File: config.mk
export PLATFORM = sky130hd
export DESIGN_NAME = resource_address_validator
export DESIGN_NICKNAME = d
export VERILOG_FILES = /design/src/design/rav_pkg.sv /design/src/design/resource_address_validator.sv
export SDC_FILE = /design/constraint.sdc
export NUM_CORES = 1
export LEC_CHECK = 0
export BUFFER_PORTS_ARGS = -buffer_cell sky130_fd_sc_hd__buf_2
export CAP_MARGIN = 20
export CORE_MARGIN = 5
export CORE_UTILIZATION = 62
export CTS_CLUSTER_DIAMETER = 50
export DETAILED_ROUTE_END_ITERATION = 16
export PLACE_DENSITY = 0.92
export SETUP_SLACK_MARGIN = 0.02
export SLEW_MARGIN = 20
export SYNTH_ARGS = -nofsm -noshare
export SYNTH_HDL_FRONTEND = slang
export SYNTH_SLANG_ARGS = --single-unit
File: constraint.sdc
create_clock -name aclk -period 5.2 [get_ports aclk]
set_input_delay 1.04 -clock aclk [delete_from_list [all_inputs] [get_ports aclk]]
set_output_delay 1.04 -clock aclk [all_outputs]
set_load 0.05 [all_outputs]
File: src/design/rav_pkg.sv
// ----------------------------------------------------------------------------
// rav_pkg: shared types and constants for the resource address validator
// Character codes, resource type codes, address position codes and character class functions used by the checker.
// ----------------------------------------------------------------------------
package rav_pkg;

    typedef logic [7:0] char_t;
    typedef logic [3:0] rtype_t;
    typedef logic [1:0] pos_t;

    localparam char_t CH_COLON = 8'd58;
    localparam char_t CH_UNDER = 8'h5F;
    localparam char_t CH_SLASH = 8'h2F;
    localparam char_t CH_DOT   = 8'h2E;
    localparam char_t CH_LA    = 8'h61;
    localparam char_t CH_LE    = 8'h65;
    localparam char_t CH_LM    = 8'h6D;
    localparam char_t CH_LR    = 8'h72;
    localparam char_t CH_LW    = 8'h77;
    localparam char_t CH_LZ    = 8'h7A;
    localparam char_t CH_UA    = 8'h41;
    localparam char_t CH_UZ    = 8'h5A;
    localparam char_t CH_D0    = 8'h30;
    localparam char_t CH_D9    = 8'h39;

    localparam rtype_t RT_BLOB      = 4'd0;
    localparam rtype_t RT_MESH      = 4'd1;
    localparam rtype_t RT_TEXTURE2D = 4'd2;
    localparam rtype_t RT_WORLD     = 4'd3;
    localparam rtype_t RT_GEN_LO    = 4'd4;
    localparam rtype_t RT_GEN_HI    = 4'd9;

    localparam pos_t POS_LEAD  = 2'd0;
    localparam pos_t POS_COLON = 2'd1;
    localparam pos_t POS_BODY  = 2'd2;

    function automatic logic is_letter(input char_t c);
        return (c >= CH_LA && c <= CH_LZ) || (c >= CH_UA && c <= CH_UZ);
    endfunction

    function automatic logic is_plain(input char_t c);
        return is_letter(c) || (c >= CH_D0 && c <= CH_D9) || c == CH_UNDER;
    endfunction

endpackage

File: src/design/resource_address_validator.sv
// Path: a transfer in is registered, then checked; a verdict passes the input
//   register and then the result register on its way to the master side.
// Throughput: one character per cycle, limited only by the result register
//   draining (the input register and result register form a two-stage pipe).
// Reset: synchronous active-low aresetn clears both valid flags and the
//   address tracking state; the held type returns to blob.
// ----------------------------------------------------------------------------
// resource_address_validator
// Checks a streamed resource address character by character and emits one
// valid/invalid verdict on the character marked last.
// ----------------------------------------------------------------------------
module resource_address_validator (
    input  logic       aclk,
    input  logic       aresetn,
    input  logic       s_tvalid,
    output logic       s_tready,
    input  logic [7:0] s_tdata,   // [7:0] ch
    input  logic [4:0] s_tuser,   // [3:0] resource_type, [4] first
    input  logic       s_tlast,
    output logic       m_tvalid,
    input  logic       m_tready,
    output logic [7:0] m_tdata    // [0] valid_res, [7:1] zero
);

    // input register
    logic                in_vld_reg;
    rav_pkg::char_t      in_ch_reg;
    rav_pkg::rtype_t     in_type_reg;
    logic                in_first_reg;
    logic                in_last_reg;

    // address state
    rav_pkg::pos_t       pos_reg,   pos_next;
    rav_pkg::rtype_t     type_reg,  type_next;
    rav_pkg::char_t      lead_reg,  lead_next;
    rav_pkg::char_t      prev_reg,  prev_next;
    logic [1:0]          slash_reg, slash_next;
    logic                ok_reg,    ok_next;

    // result register
    logic                out_vld_reg;
    logic                out_res_reg, out_res_next;

    logic                out_free;
    logic                advance;

    rav_pkg::pos_t       pos_cur;
    rav_pkg::char_t      lead_cur;
    rav_pkg::char_t      prev_cur;
    logic [1:0]          slash_cur;
    logic                ok_cur;
    logic                slash_ok;
    logic                char_ok;
    logic                type_ok;

    assign out_free = !out_vld_reg || m_tready;
    // an item without last needs no room in the result register
    assign advance  = in_vld_reg && (!in_last_reg || out_free);
    assign s_tready = !in_vld_reg || advance;

    always_ff @(posedge aclk) begin
        if (!aresetn) begin
            in_vld_reg <= 1'b0;
        end else if (s_tready) begin
            in_vld_reg <= s_tvalid;
        end
        if (s_tready && s_tvalid) begin
            in_ch_reg    <= s_tdata;
            in_type_reg  <= s_tuser[3:0];
            in_first_reg <= s_tuser[4];
            in_last_reg  <= s_tlast;
        end
    end

    always_comb begin
        type_next = in_first_reg ? in_type_reg : type_reg;
        pos_cur   = in_first_reg ? rav_pkg::POS_LEAD : pos_reg;
        lead_cur  = in_first_reg ? '0 : lead_reg;
        prev_cur  = in_first_reg ? '0 : prev_reg;
        slash_cur = in_first_reg ? 2'd0 : slash_reg;
        ok_cur    = in_first_reg ? 1'b1 : ok_reg;

        slash_ok = type_next == rav_pkg::RT_BLOB || type_next == rav_pkg::RT_MESH ||
                   (type_next == rav_pkg::RT_TEXTURE2D && lead_cur == rav_pkg::CH_LE);
        char_ok  = rav_pkg::is_plain(in_ch_reg) ||
                   (in_ch_reg == rav_pkg::CH_SLASH && slash_ok) ||
                   (in_ch_reg == rav_pkg::CH_DOT && type_next == rav_pkg::RT_BLOB);

        lead_next  = lead_cur;
        slash_next = slash_cur;
        ok_next    = ok_cur;
        case (pos_cur)
            rav_pkg::POS_LEAD: begin
                lead_next = in_ch_reg;
                if (!rav_pkg::is_letter(in_ch_reg)) ok_next = 1'b0;
            end
            rav_pkg::POS_COLON: begin
                if (in_ch_reg != rav_pkg::CH_COLON) ok_next = 1'b0;
            end
            default: begin
                if (!char_ok) ok_next = 1'b0;
                if (in_ch_reg == rav_pkg::CH_SLASH && slash_cur != 2'd2)
                    slash_next = slash_cur + 2'd1;
                // blob forbids "..", "./" and "//"
                if (type_next == rav_pkg::RT_BLOB &&
                    ((prev_cur == rav_pkg::CH_DOT &&
                      (in_ch_reg == rav_pkg::CH_DOT || in_ch_reg == rav_pkg::CH_SLASH)) ||
                     (prev_cur == rav_pkg::CH_SLASH && in_ch_reg == rav_pkg::CH_SLASH)))
                    ok_next = 1'b0;
            end
        endcase
        prev_next = in_ch_reg;
        pos_next  = (pos_cur == rav_pkg::POS_BODY) ? pos_cur : pos_cur + 2'd1;

        case (type_next)
            rav_pkg::RT_BLOB:      type_ok = lead_next == rav_pkg::CH_LR;
            rav_pkg::RT_MESH:      type_ok = lead_next == rav_pkg::CH_LM && slash_next <= 2'd1;
            rav_pkg::RT_TEXTURE2D: type_ok = lead_next == rav_pkg::CH_LA ||
                                             (lead_next == rav_pkg::CH_LE && slash_next <= 2'd1);
            rav_pkg::RT_WORLD:     type_ok = lead_next == rav_pkg::CH_LW;
            default: begin
                type_ok = type_next >= rav_pkg::RT_GEN_LO && type_next <= rav_pkg::RT_GEN_HI &&
                          lead_next == rav_pkg::CH_LA;
            end
        endcase
        out_res_next = ok_next && pos_next == rav_pkg::POS_BODY && type_ok;
    end

    always_ff @(posedge aclk) begin
        if (!aresetn) begin
            pos_reg     <= rav_pkg::POS_LEAD;
            type_reg    <= rav_pkg::RT_BLOB;
            lead_reg    <= '0;
            prev_reg    <= '0;
            slash_reg   <= 2'd0;
            ok_reg      <= 1'b1;
            out_vld_reg <= 1'b0;
        end else begin
            if (advance && in_last_reg) begin
                out_vld_reg <= 1'b1;
            end else if (m_tready) begin
                out_vld_reg <= 1'b0;
            end
            if (advance) begin
                type_reg <= type_next;
                if (in_last_reg) begin
                    // verdict issued: clear the address, keep the type
                    pos_reg     <= rav_pkg::POS_LEAD;
                    lead_reg    <= '0;
                    prev_reg    <= '0;
                    slash_reg   <= 2'd0;
                    ok_reg      <= 1'b1;
                end else begin
                    pos_reg   <= pos_next;
                    lead_reg  <= lead_next;
                    prev_reg  <= prev_next;
                    slash_reg <= slash_next;
                    ok_reg    <= ok_next;
                end
            end
        end
    end

    always_ff @(posedge aclk) begin
        if (advance && in_last_reg) out_res_reg <= out_res_next;
    end

    assign m_tvalid = out_vld_reg;
    assign m_tdata  = {7'd0, out_res_reg};

endmodule

# Word-level counts from Yosys, hierarchy flattened
# Index checks and enable logic that the tools add are counted.
# totals
out_inout_bits,10
mem_bits_rw,0
word_cells,105
mem_bits_ro,0
regBits,42
latch_bits,0
in_bits,18
n_memories,0
# classes
bitwise_logic,0
n_eq_ne,19
mul,0
div,0
n_lt_le_gt_ge,9
shift,0
n_mux,23
add_sub_neg,2
reduce_logical,39
# op_table
cell,n
"8-bit by 7-bit == test with 1-bit output, second input constant",7
8-bit two-way mux,5
"8-bit by 6-bit == test with 1-bit output, second input constant",4
1-bit logical AND,19
"8-bit by 7-bit greater-or-equal comparator with 1-bit output, second input constant",2
"8-bit by 7-bit less-or-equal comparator with 1-bit output, second input constant",2
2-bit two-way mux,7
1-bit logical OR,13
"4-bit by 2-bit == test with 1-bit output, second input constant",2
"8-bit by 6-bit greater-or-equal comparator with 1-bit output, second input constant",1
"8-bit by 6-bit less-or-equal comparator with 1-bit output, second input constant",1
1-bit two-way mux,8
"8-bit by 6-bit inequality test with 1-bit output, second input constant",1
"2-bit by 1-bit adder with 2-bit output, second input constant",2
"2-bit == test, second input constant",2
"4-bit by 1-bit == test with 1-bit output, second input constant",1
"4-bit by 3-bit greater-or-equal comparator with 1-bit output, second input constant",1
"4-bit less-or-equal comparator, second input constant",1
4-bit logical NOT,1
4-bit two-way mux,1
1-bit case mux with 4 select lines,1
1-bit logical NOT,3
"2-bit by 1-bit == test with 1-bit output, second input constant",1
"2-bit by 1-bit less-or-equal comparator with 1-bit output, second input constant",1
other kinds (5),5

# Longest topological paths before layout
# Gate-level depths: netlist of the first run.
# depth
depth_word,12
mapped_depth,14
ltp_nobuf,9

# Least setup slack after synthesis of the first run
# Ideal clock, no wire load.
# synth_timing
path_type,input to output
start,input m_tready
end,output s_tready
path_stages,2
t_arrival_ns,1.710
required_time_ns,4.160
setup_slack_ns,2.450
path_cell_list,nor2b_1 -> nand3_1
# synth_between
elab_chain_cells,4
# synth_rtl
item,line_no,rtl
from (decl),resource_address_validator.sv:21,"input logic m_tready,"
1-bit logical OR,resource_address_validator.sv:56,assign out_free = !out_vld_reg || m_tready;
1-bit logical OR,resource_address_validator.sv:58,assign advance = in_vld_reg && (!in_last_reg || out_free);
1-bit logical AND,resource_address_validator.sv:58,
1-bit logical OR,resource_address_validator.sv:59,assign s_tready = !in_vld_reg || advance;
to (decl),resource_address_validator.sv:16,"output logic s_tready,"
# No other way between the ends.

# Worst setup path after layout of the first run
# layout_timing
start,register in_first_reg
end,"register out_res_reg, data pin"
# layout_between
elab_chain_cells,12
word_cells_on_any_way,58
# layout_rtl
item,line_no,rtl
from (decl),resource_address_validator.sv:29,logic in_first_reg;
from (signal assigned),resource_address_validator.sv:70,in_first_reg <= s_tuser[4];
branches (longest 11 deep; another with 2-bit by 1-bit adder with 2-bit output),-,
1-bit logical AND (*),resource_address_validator.sv:126,out_res_next = ok_next && pos_next == rav_pkg::POS_BODY && type_ok;
named net out_res_next,resource_address_validator.sv:42,"logic out_res_reg, out_res_next;"
to (signal assigned),resource_address_validator.sv:165,if (advance && in_last_reg) out_res_reg <= out_res_next;
to (decl),resource_address_validator.sv:42,
# Mark *: on every way through the listed nets, which the timed path passes.
# A chain may end at the register's enable or synchronous reset.

==> reports/results.ini, run 1 <==
[power]
total_power_uw=665.9
power.leakage_nw=0.9140
power_density_mw_per_mm2=264.6
ir_drop_mv=0.2193

[cts]
clk_pin_slew_ns=0.08
cts_sinks=42
cts_buffers=5
cts_resized=0
post_cts_buffers=0
htreeDepth=2
postCtsHoldBufs=0
clockBufferDepth=2
worstSkewPairLatency_ns=0.30
cts_tree=yes
clock-root-buffer=clkbuf_8

[critical_path]
crit_arrival_ns=3.45
cp-end-kind=flip-flop
crit_type=flip-flop to flip-flop
critPathRequiredTime_ns=5.31
cp_max_fo=25
start_kind=flip-flop

[timing]
relSlewSlack_pct=44.07
hold_violations=0
drv_slew=0
final.setup.tns_ns=0
fin_skew_ns=0.009096
finalSetupViolCount=0
fmax_mhz=299.4
fin_hold_ws_ns=0.4664
layout_worst_path_cycle_share_pct=64.23
grt_setup_unrepaired=no
worstMarginPinSlew_ns=0.8389
layout_min_cycle_time_ns=3.340

[layout]
final_cell_count_no_fill=310
multiInputGateArea_mm2=0.001241
syn_to_final_growth_pct=4.197
seq_area_um2=991.0
num-nets-final=283
post_route_cells_drive_above_1_share_pct=17.18
nFillCells=299
diodes=0

[die]
ios=28
fp.dieH_um=72.41
rows=22
die_w_um=72.41
initial_core_util_pct=64.98
dieArea_mm2=0.005243
core_mm2=0.003716

[placed_design]
post-place-cells=302
gp_congestion=0.9207
numPortBuffers=20
hpwl_um=3652

[logic_synthesis]
synth.distinct_cells=63
syn-instance-count=254
synth-seq-area-share_pct=41.04
synth_edf_count=15
syn-mean-instance-area_um2=9.507
async_reset_ff_share_pct=0
ys_ff_latch=42
synth_warnings=0
syn_area_mm2=0.002415
synthFlopType=dfxtp_1

[grt]
grt_pass1_vias=1783
globalRouteTotalUtil_pct=20.32
grt_max_degree=29
grt_first_pass_wirelength_um=8390
grt.overflow.total=0
antenna_found_initial=0

[route]
drtIter0Drc=250
wl_um=5133
dr_total_vias=1890
antenna_left=0
avgRoutedWirePerCell_um=16.56
avgViaCountPerCell=6.097
drc_errors=0
first_pass_iters=4

[run_status]
status=complete, no violations

[min_path]
hold_path_class=flip-flop to flip-flop

[job]
cap_violations=0

==> power by group <==
group	leakage [nW]	internal, mW	switching (mW)
registers	0.365	0.354	0.0223
clock network	0.0441	0.0943	0.116
logic	0.505	0.0307	0.0479
==> per-layer routing <==
metal  track usage (%)  share of wire (%)  vias up
li1                  -                  -      913
met1             26.76                 44      889
met3             4.432                7.1       13
met2             33.06                 47       75
met5                 0                  0        -
met4             6.967                2.0        0
==> kinds of logic after synthesis <==
family	share of synthesized area, %
flops	41.04
mux	2.020
compound gates	19.07
fa+ha+maj	2.073
simple gates	27.15
buf+inv	8.497
other cells	0.1553
==> cell type report <==
| class | count | area share (%) |
|---|---|---|
| clock buffers | 5 | 2.735 |
| clock inverters | 3 | 0.8454 |
| inverters | 7 | 1.044 |
| multi-input cells | 184 | 49.33 |
| flip-flops and latches | 42 | 39.38 |
| well taps | 48 | 2.387 |
| repair buffers | 21 | 4.276 |
==> synth_stat cells, types with 5 or more instances <==
cell	n	area (um^2)
a21boi_0	15	112.6
nand2_1	38	142.6
o31ai_1	5	37.54
a21oi_1	6	30.03
dfxtp_1	27	540.5
o21ai_0	7	35.03
edfxtp_1	15	450.4
buf_4	9	67.56
clkbuf_1	10	37.54
nand3_1	7	35.03
nand3b_1	13	97.59
nor2b_1	9	56.30
inv_1	7	26.28
==> layout by cell type (no fill, tap or decap), types with 3 or more instances in the layout <==
cell type and n:
edfxtp_1 15, o21ai_0 7, nor2_1 3, dfxtp_1 27
nand3b_1 13, nor2b_1 9, inv_1 7, nand3_1 7
clkbuf_8 5, buf_2 20, a32oi_1 3, nor3b_1 4
nand2_1 38, a31oi_1 4, or3_1 3, a211oi_1 3
o31ai_1 5, and2_1 4, a21boi_0 15, a21oi_1 6
ha_1 4, o31a_1 4, conb_1 7
==> final timing paths <==
kind           startpoint          end  slack (ns)  depth (start not counted)
max reg2reg  in_first_reg  out_res_reg        1.86                          9
min           prev_reg[2]  prev_reg[2]        0.47                          2
min reg2reg   prev_reg[2]  prev_reg[2]        0.47                          2
max          in_first_reg  out_res_reg        1.86                          9
==> metrics by stage <==
step | utilization (%) | cell area (um^2) | setup WS, ns
floorplan | - | 2437 | 2.450
global placement | 65.29 | 2426 | 2.089
detailed placement | 65.29 | 2426 | 1.954
CTS | 67.71 | 2516 | 1.922
global route | 67.71 | 2516 | 1.561
finish | 67.71 | 2516 | 1.860
==> worst max-delay path: stages, from the launching register on <==
cell	delay, ns
edfxtp_1	0.87
inv_1	0.21
nand2_1	0.17
ha_1	0.72
nor3b_1	0.12
a21oi_1	0.22
nand4_1	0.12
a211oi_1	0.28
a211oi_1	0.10
a2111oi_2	0.32
No activity file was read; power rests on OpenSTA's default activity.
==> inputs of run 2 (changes only) <==
--- a/config.mk
+++ b/config.mk
@@ -8,10 +8,10 @@
 export BUFFER_PORTS_ARGS = -buffer_cell sky130_fd_sc_hd__buf_2
 export CAP_MARGIN = 20
 export CORE_MARGIN = 5
-export CORE_UTILIZATION = 62
+export CORE_UTILIZATION = 52
 export CTS_CLUSTER_DIAMETER = 50
 export DETAILED_ROUTE_END_ITERATION = 16
-export PLACE_DENSITY = 0.92
+export PLACE_DENSITY = 0.83
 export SETUP_SLACK_MARGIN = 0.02
 export SLEW_MARGIN = 20
 export SYNTH_ARGS = -nofsm -noshare
==> constraint.sdc (replaced) <==
create_clock -name aclk -period 3 [get_ports aclk]
set_input_delay 0.6 -clock aclk [delete_from_list [all_inputs] [get_ports aclk]]
set_output_delay 0.6 -clock aclk [all_outputs]
set_load 0.05 [all_outputs]
==> run 2 against run 1 <==
Worst setup slack lost 1.4 ns; clock-buffer cell count rose by 1; register-to-register slack got worse by 1.4 ns; first-iteration DRC count shrank 19%; wire length rose by 0.90%; sequential cell count unchanged; sequential share of layout area fell by 0.62 points; sequential power is 72% higher; fmax rose by 32%; non-clock buffer count rose by 2; core utilization shrank 10 points; final cell count grew 1.9%.
==> reports/results.ini, run 2 (synthesis results as in run 1) <==
[cts]
clockBufferDepth=2  ; unchanged
cts_sinks=42  ; unchanged
post_cts_buffers=0  ; unchanged
postCtsHoldBufs=0  ; unchanged
clk_pin_slew_ns=0.09  ; was 0.08 ns
clock-root-buffer=clkbuf_8  ; unchanged
cts_buffers=5  ; unchanged
htreeDepth=2  ; unchanged
cts_tree=yes  ; unchanged
worstSkewPairLatency_ns=0.30  ; about the same
cts_resized=0  ; unchanged

[layout]
post_route_cells_drive_above_1_share_pct=17.42  ; was 17.18%
fin_util_pct=57.52  ; was 67.71%
diodes=0  ; unchanged
num-nets-final=285  ; was 283
seq_area_um2=991.0  ; unchanged
final_cell_mix=38 x nand2_1, 27 x dfxtp_1, 20 x buf_2  ; unchanged
final_cell_count_no_fill=316  ; was 310
final_area_mm2=0.002556  ; was 0.002516 mm^2
multiInputGateArea_mm2=0.001241  ; unchanged
mostFrequentLayoutCell=nand2_1  ; unchanged
nFillCells=377  ; was 299
syn_to_final_growth_pct=5.855  ; was 4.197%

[die]
initial_core_util_pct=54.34  ; was 64.98%
ios=28  ; unchanged
die_w_um=78.15  ; was 72.41 um
core_mm2=0.004444  ; was 0.003716 mm^2
fp.dieH_um=78.15  ; was 72.41 um
dieArea_mm2=0.006107  ; was 0.005243 mm^2
rows=24  ; was 22

[power]
combPwrFrac_pct=11.4  ; was 11.8%
internal_power_uw=916.9  ; was 479.3 uW
ir_drop_mv=0.3320  ; was 0.2193 mV
total_power_mw=1.233  ; was 665.9 uW
swShare_pct=25.63  ; was 28.01%
p_seq_share_pct=52.6  ; was 56.6%
p_sw_uw=316.0  ; was 186.5 uW
power_density_mw_per_mm2=482.3  ; was 264.6 mW/mm^2
clockPowerShare_pct=36.0  ; was 31.6%
power.leakage_nw=0.9303  ; was 0.9140 nW

[timing]
fin_skew_ns=0.009772  ; was 0.009096 ns
layout_min_cycle_time_ns=2.533  ; was 3.340 ns
setup_ws_ns=0.4669  ; was 1.860 ns
finalSetupViolCount=0  ; unchanged
hold_violations=0  ; unchanged
relSlewSlack_pct=51.20  ; was 44.07%
worstMarginPinSlew_ns=0.7320  ; was 0.8389 ns
final.setup.tns_ns=0  ; unchanged
fmax_mhz=394.8  ; was 299.4 MHz
layout_worst_path_cycle_share_pct=84.44  ; was 64.23%
grt_setup_unrepaired=no  ; unchanged
drv_slew=0  ; unchanged
fin_hold_ws_ns=0.4642  ; was 0.4664 ns

[route]
avgViaCountPerCell=5.930  ; was 6.097
dr_total_vias=1874  ; was 1,890
first_pass_iters=4  ; unchanged
wl_um=5179  ; was 5133 um
antenna_left=0  ; unchanged
drtIter0Drc=203  ; was 250
avgRoutedWirePerCell_um=16.39  ; was 16.56 um
drc_errors=0  ; unchanged

[grt]
grt_pass1_vias=1760  ; was 1,783
grt_max_degree=29  ; unchanged
grt_first_pass_wirelength_um=8535  ; was 8390 um
globalRouteTotalUtil_pct=17.76  ; was 20.32%
grt.overflow.total=0  ; unchanged
antenna_found_initial=0  ; unchanged

[critical_path]
critPathRequiredTime_ns=3.10  ; was 5.31 ns
cp_max_fo=13  ; was 25
cp-end-kind=flip-flop  ; unchanged
crit_type=flip-flop to flip-flop  ; unchanged
start_kind=flip-flop  ; unchanged
crit_arrival_ns=2.63  ; was 3.45 ns

[job]
cap_violations=0  ; unchanged

[min_path]
hold_path_class=flip-flop to flip-flop  ; unchanged

[run_status]
status=complete, no violations  ; unchanged

[placed_design]
numPortBuffers=20  ; unchanged
post-place-ws_ns=0.4991  ; was 1.954 ns
post-place-cells=308  ; was 302
place_area_mm2=0.002446  ; was 0.002426 mm^2
hpwl_um=3763  ; was 3652 um
gp_congestion=0.9082  ; was 0.9207

==> run 2: final cells by class <==
type,instances,share of cell area [%]
multi-input cells,184,48.56
well taps,52,2.545
flip-flops and latches,42,38.77
inverters,7,1.028
clock inverters,2,1.468
clock buffers,6,2.839
repair buffers,23,4.797
==> run 2: power by group through the flow <==
| stage | clock [mW] | combinational, mW | sequential (mW) |
|---|---|---|---|
| final | 0.444 | 0.140 | 0.649 |
| after global routing | 0.482 | 0.154 | 0.653 |
| after CTS | 0.452 | 0.140 | 0.647 |
| after detailed placement | 0 | 0.140 | 0.661 |
| after global placement | 0 | 0.138 | 0.661 |
| after floorplan | 0 | 0.135 | 0.642 |
==> run 2: final timing paths <==
kind / from / end / slack (ns) / cells after the start
setup reg to reg: in_first_reg / out_res_reg / 0.47 / 9
hold / removal: prev_reg[4] / prev_reg[4] / 0.46 / 2
hold reg to reg: prev_reg[4] / prev_reg[4] / 0.46 / 2
setup / recovery: in_first_reg / out_res_reg / 0.47 / 9
==> run 2: worst max-delay path, stage by stage (launching register included) <==
cell and delay, ns:
edfxtp_1 0.43, inv_1 0.13, nand2_1 0.11, ha_1 0.37, buf_4 0.25, o31ai_1 0.22, nand2_1 0.15, nor3b_4 0.22
a211oi_1 0.11, a2111oi_2 0.35
==> run 2: routing by layer <==
metal	wire length [um]	track usage [%]	share of wire, %
met1	2352	22.97	45
met2	2416	28.77	47
met3	278	3.547	5.4
met4	131	8.042	2.5
met5	0	0	0
==> inputs of run 3 (changes only) <==
==> constraint.sdc (replaced) <==
create_clock -name aclk -period 2.3 [get_ports aclk]
set_input_delay 0.46 -clock aclk [delete_from_list [all_inputs] [get_ports aclk]]
set_output_delay 0.46 -clock aclk [all_outputs]
set_load 0.05 [all_outputs]
==> run 3 against run 2 <==
Worst hold slack worse by 0.12 ns; the flow now finishes with violations (negative setup slack); critical path depth fell by 1; first-iteration DRC count rose by 2.0%; clock skew decreased by 0.0074 ns; fmax is 6.1% higher; wire length rose by 7.6%; design area is 9.9% higher; sequential share of layout area is 3.5 points lower; sequential power rose by 27%; combinational power up 81%; clock power down 1%; final cell count increased by 8.9%.
==> reports/results.ini, run 3 (synthesis results as in run 1) <==
[route]
antenna_left=0  ; unchanged
first_pass_iters=4  ; unchanged
dr_total_vias=1998  ; was 1,874
met1Wirelength_um=2433  ; was 2352 um
avgViaCountPerCell=5.808  ; was 5.930
avgRoutedWirePerCell_um=16.20  ; was 16.39 um
drtIter0Drc=207  ; was 203
drc_errors=0  ; unchanged
wl_um=5572  ; was 5179 um
top_layer=met4  ; unchanged
dr_wl_met3_um=402  ; was 278 um
dr_wl_met2_um=2652  ; was 2416 um

[critical_path]
crit_cells=8  ; was 9
critPathRequiredTime_ns=2.39  ; was 3.10 ns
crit_type=flip-flop to flip-flop  ; unchanged
worst_path_largest_cell_delay_ns=0.46  ; was 0.43 ns
cpLargestDelayFamily=simple AND/OR/NAND/NOR gates  ; was compound AO/OA/AOI/OAI gates
cp-end-kind=flip-flop  ; unchanged
critPathLaunch=in_first_reg  ; unchanged
r2r_end=out_res_reg  ; unchanged
r2r_start=in_first_reg  ; unchanged
crit_arrival_ns=2.47  ; was 2.63 ns
worstSetupEndpoint=out_res_reg  ; unchanged
start_kind=flip-flop  ; unchanged
crit_chain=and2b_4, ha_4, and3b_1, and4bb_4, mux2_4, o31ai_4, a211oi_2, a2111oi_2  ; was inv_1, nand2_1, ha_1, buf_4, o31ai_1, nand2_1, nor3b_4, a211oi_1, a2111oi_2
worst-path-buf-inv=0  ; was 2
critical_path.slowest_cell=edfxtp_1  ; unchanged
cp_max_fo=5  ; was 13
ff2ff_setup_slack_ns=-0.09  ; was 0.47 ns
rr_worst_depth=8  ; was 9

[placed_design]
gp_congestion=0.8979  ; was 0.9082
post-place-cells=336  ; was 308
numPortBuffers=20  ; unchanged
hpwl_um=4135  ; was 3763 um

[timing]
fmax_mhz=418.7  ; was 394.8 MHz
layout_worst_path_cycle_share_pct=103.8  ; was 84.44%
finalSetupViolCount=1  ; was 0
setup_ws_ns=-0.08823  ; was 0.4669 ns
relSlewSlack_pct=47.39  ; was 51.20%
layout_min_cycle_time_ns=2.388  ; was 2.533 ns
drv_slew=0  ; unchanged
grt_setup_unrepaired=yes  ; was no
worstMarginPinSlew_ns=0.7875  ; was 0.7320 ns
fin_skew_ns=0.002386  ; was 0.009772 ns
hold_violations=0  ; unchanged
final.setup.tns_ns=-0.08823  ; was 0 ns

[cts]
clk_pin_slew_ns=0.07  ; was 0.09 ns
clockBufferDepth=2  ; unchanged
clock-root-buffer=clkbuf_8  ; unchanged
cts_buffers=5  ; unchanged
cts_tree=yes  ; unchanged
htreeDepth=2  ; unchanged
worstSkewPairLatency_ns=0.29  ; was 0.30 ns
cts_sinks=42  ; unchanged

[power]
p_sw_uw=407.9  ; was 316.0 uW
p_seq_share_pct=54.4  ; was 52.6%
power.leakage_nw=1.067  ; was 0.9303 nW
clockPowerShare_pct=28.9  ; was 36.0%
combPwrFrac_pct=16.6  ; was 11.4%
total_power_mw=1.517  ; was 1.233 mW
ir_drop_mv=0.3989  ; was 0.3320 mV
power_density_mw_per_mm2=539.7  ; was 482.3 mW/mm^2
internal_power_mw=1.109  ; was 916.9 uW
swShare_pct=26.89  ; was 25.63%

[die]
fp.dieH_um=78.15  ; unchanged
core_mm2=0.004444  ; unchanged
ios=28  ; unchanged
die_w_um=78.15  ; unchanged
initial_core_util_pct=54.34  ; unchanged
rows=24  ; unchanged
dieArea_mm2=0.006107  ; unchanged

[layout]
diodes=0  ; unchanged
mostFrequentLayoutCell=nand2_1  ; unchanged
post_route_cells_drive_above_1_share_pct=28.42  ; was 17.42%
final_cell_mix=37 x nand2_1, 32 x buf_4, 27 x dfxtp_1  ; was 38 x nand2_1, 27 x dfxtp_1, 20 x buf_2
syn_to_final_growth_pct=16.37  ; was 5.855%
num-nets-final=314  ; was 285
final_cell_count_no_fill=344  ; was 316
nFillCells=374  ; was 377

[min_path]
hold_path_class=input pin to flip-flop  ; was flip-flop to flip-flop

[grt]
grt.overflow.total=0  ; unchanged
antenna_found_initial=0  ; unchanged
grt_pass1_vias=1944  ; was 1,760
grt_max_degree=29  ; unchanged
globalRouteTotalUtil_pct=19.54  ; was 17.76%
grt_first_pass_wirelength_um=9515  ; was 8535 um

[job]
cap_violations=0  ; unchanged

[run_status]
status=complete, but fails checks  ; was complete, no violations
violations=negative setup slack

-- run 3: changes by cell type in the layout (fill, tap and decap cells not counted), moves of 2 or more --
cell      delta
ha_1         -2
buf_4       +29
ha_4         +2
clkinv_2     +2
a211oi_1     -2
a211oi_2     +2
-- run 3: how the worst min path moves through the flow --
stage / endpoint / startpoint / slack [ns] / cells past startpoint
after floorplan: prev_reg[4] / prev_reg[4] / 0.44 / 2
after global placement: prev_reg[7] / prev_reg[7] / 0.45 / 2
after detailed placement: prev_reg[7] / prev_reg[7] / 0.46 / 2
after CTS: in_last_reg / s_tlast / 0.34 / 1
after global routing: in_ch_reg[6] / s_tdata[6] / 0.32 / 1
final: in_ch_reg[6] / s_tdata[6] / 0.34 / 1
-- run 3: metrics by stage --
stage | instance area, um^2 | util, % | hold slack, ns | setup WS [ns]
6_report | 2810 | 63.23 | 0.3424 | -0.08823
5_1_grt | 2810 | 63.23 | 0.3187 | -0.1996
4_1_cts | 2774 | 62.42 | 0.3381 | -0.1274
3_5_place_dp | 2683 | 60.36 | 0.4561 | -0.1623
3_3_place_gp | 2683 | 60.36 | 0.4452 | -0.02870
2_1_floorplan | 2464 | - | 0.4357 | -0.2092
-- run 3: cell type report --
cell class	count	area (um^2)	share of cell area, %
multi-input cells	184	1306	46.48
flip-flops and latches	42	991.0	35.26
repair buffers	52	340.3	12.11
clock buffers	5	68.82	2.449
well taps	52	65.06	2.315
inverters	7	28.78	1.024
clock inverters	2	10.01	0.3562
-- run 3: repair_timing --
action	in CTS	in global routing
gates resized for setup	3	5
gates cloned	0	0
buffers inserted	0	1
pin swaps	4	3
hold buffers	0	0
setup endpoints to repair	1	2
-- run 3: per-layer routing --
metal / vias to the layer above / GRT usage [%]
met3: 10 / 4.119
met4: 0 / 6.643
met2: 73 / 30.91
met5: - / 0
met1: 938 / 26.63
li1: 977 / -
-- run 3: power by group through the flow --
stage	combinational (mW)	sequential (mW)	clock (mW)
after floorplan	0.180	0.837	0
after global placement	0.241	0.841	0
after detailed placement	0.246	0.841	0
after CTS	0.247	0.824	0.447
after global routing	0.275	0.829	0.490
final	0.253	0.825	0.439
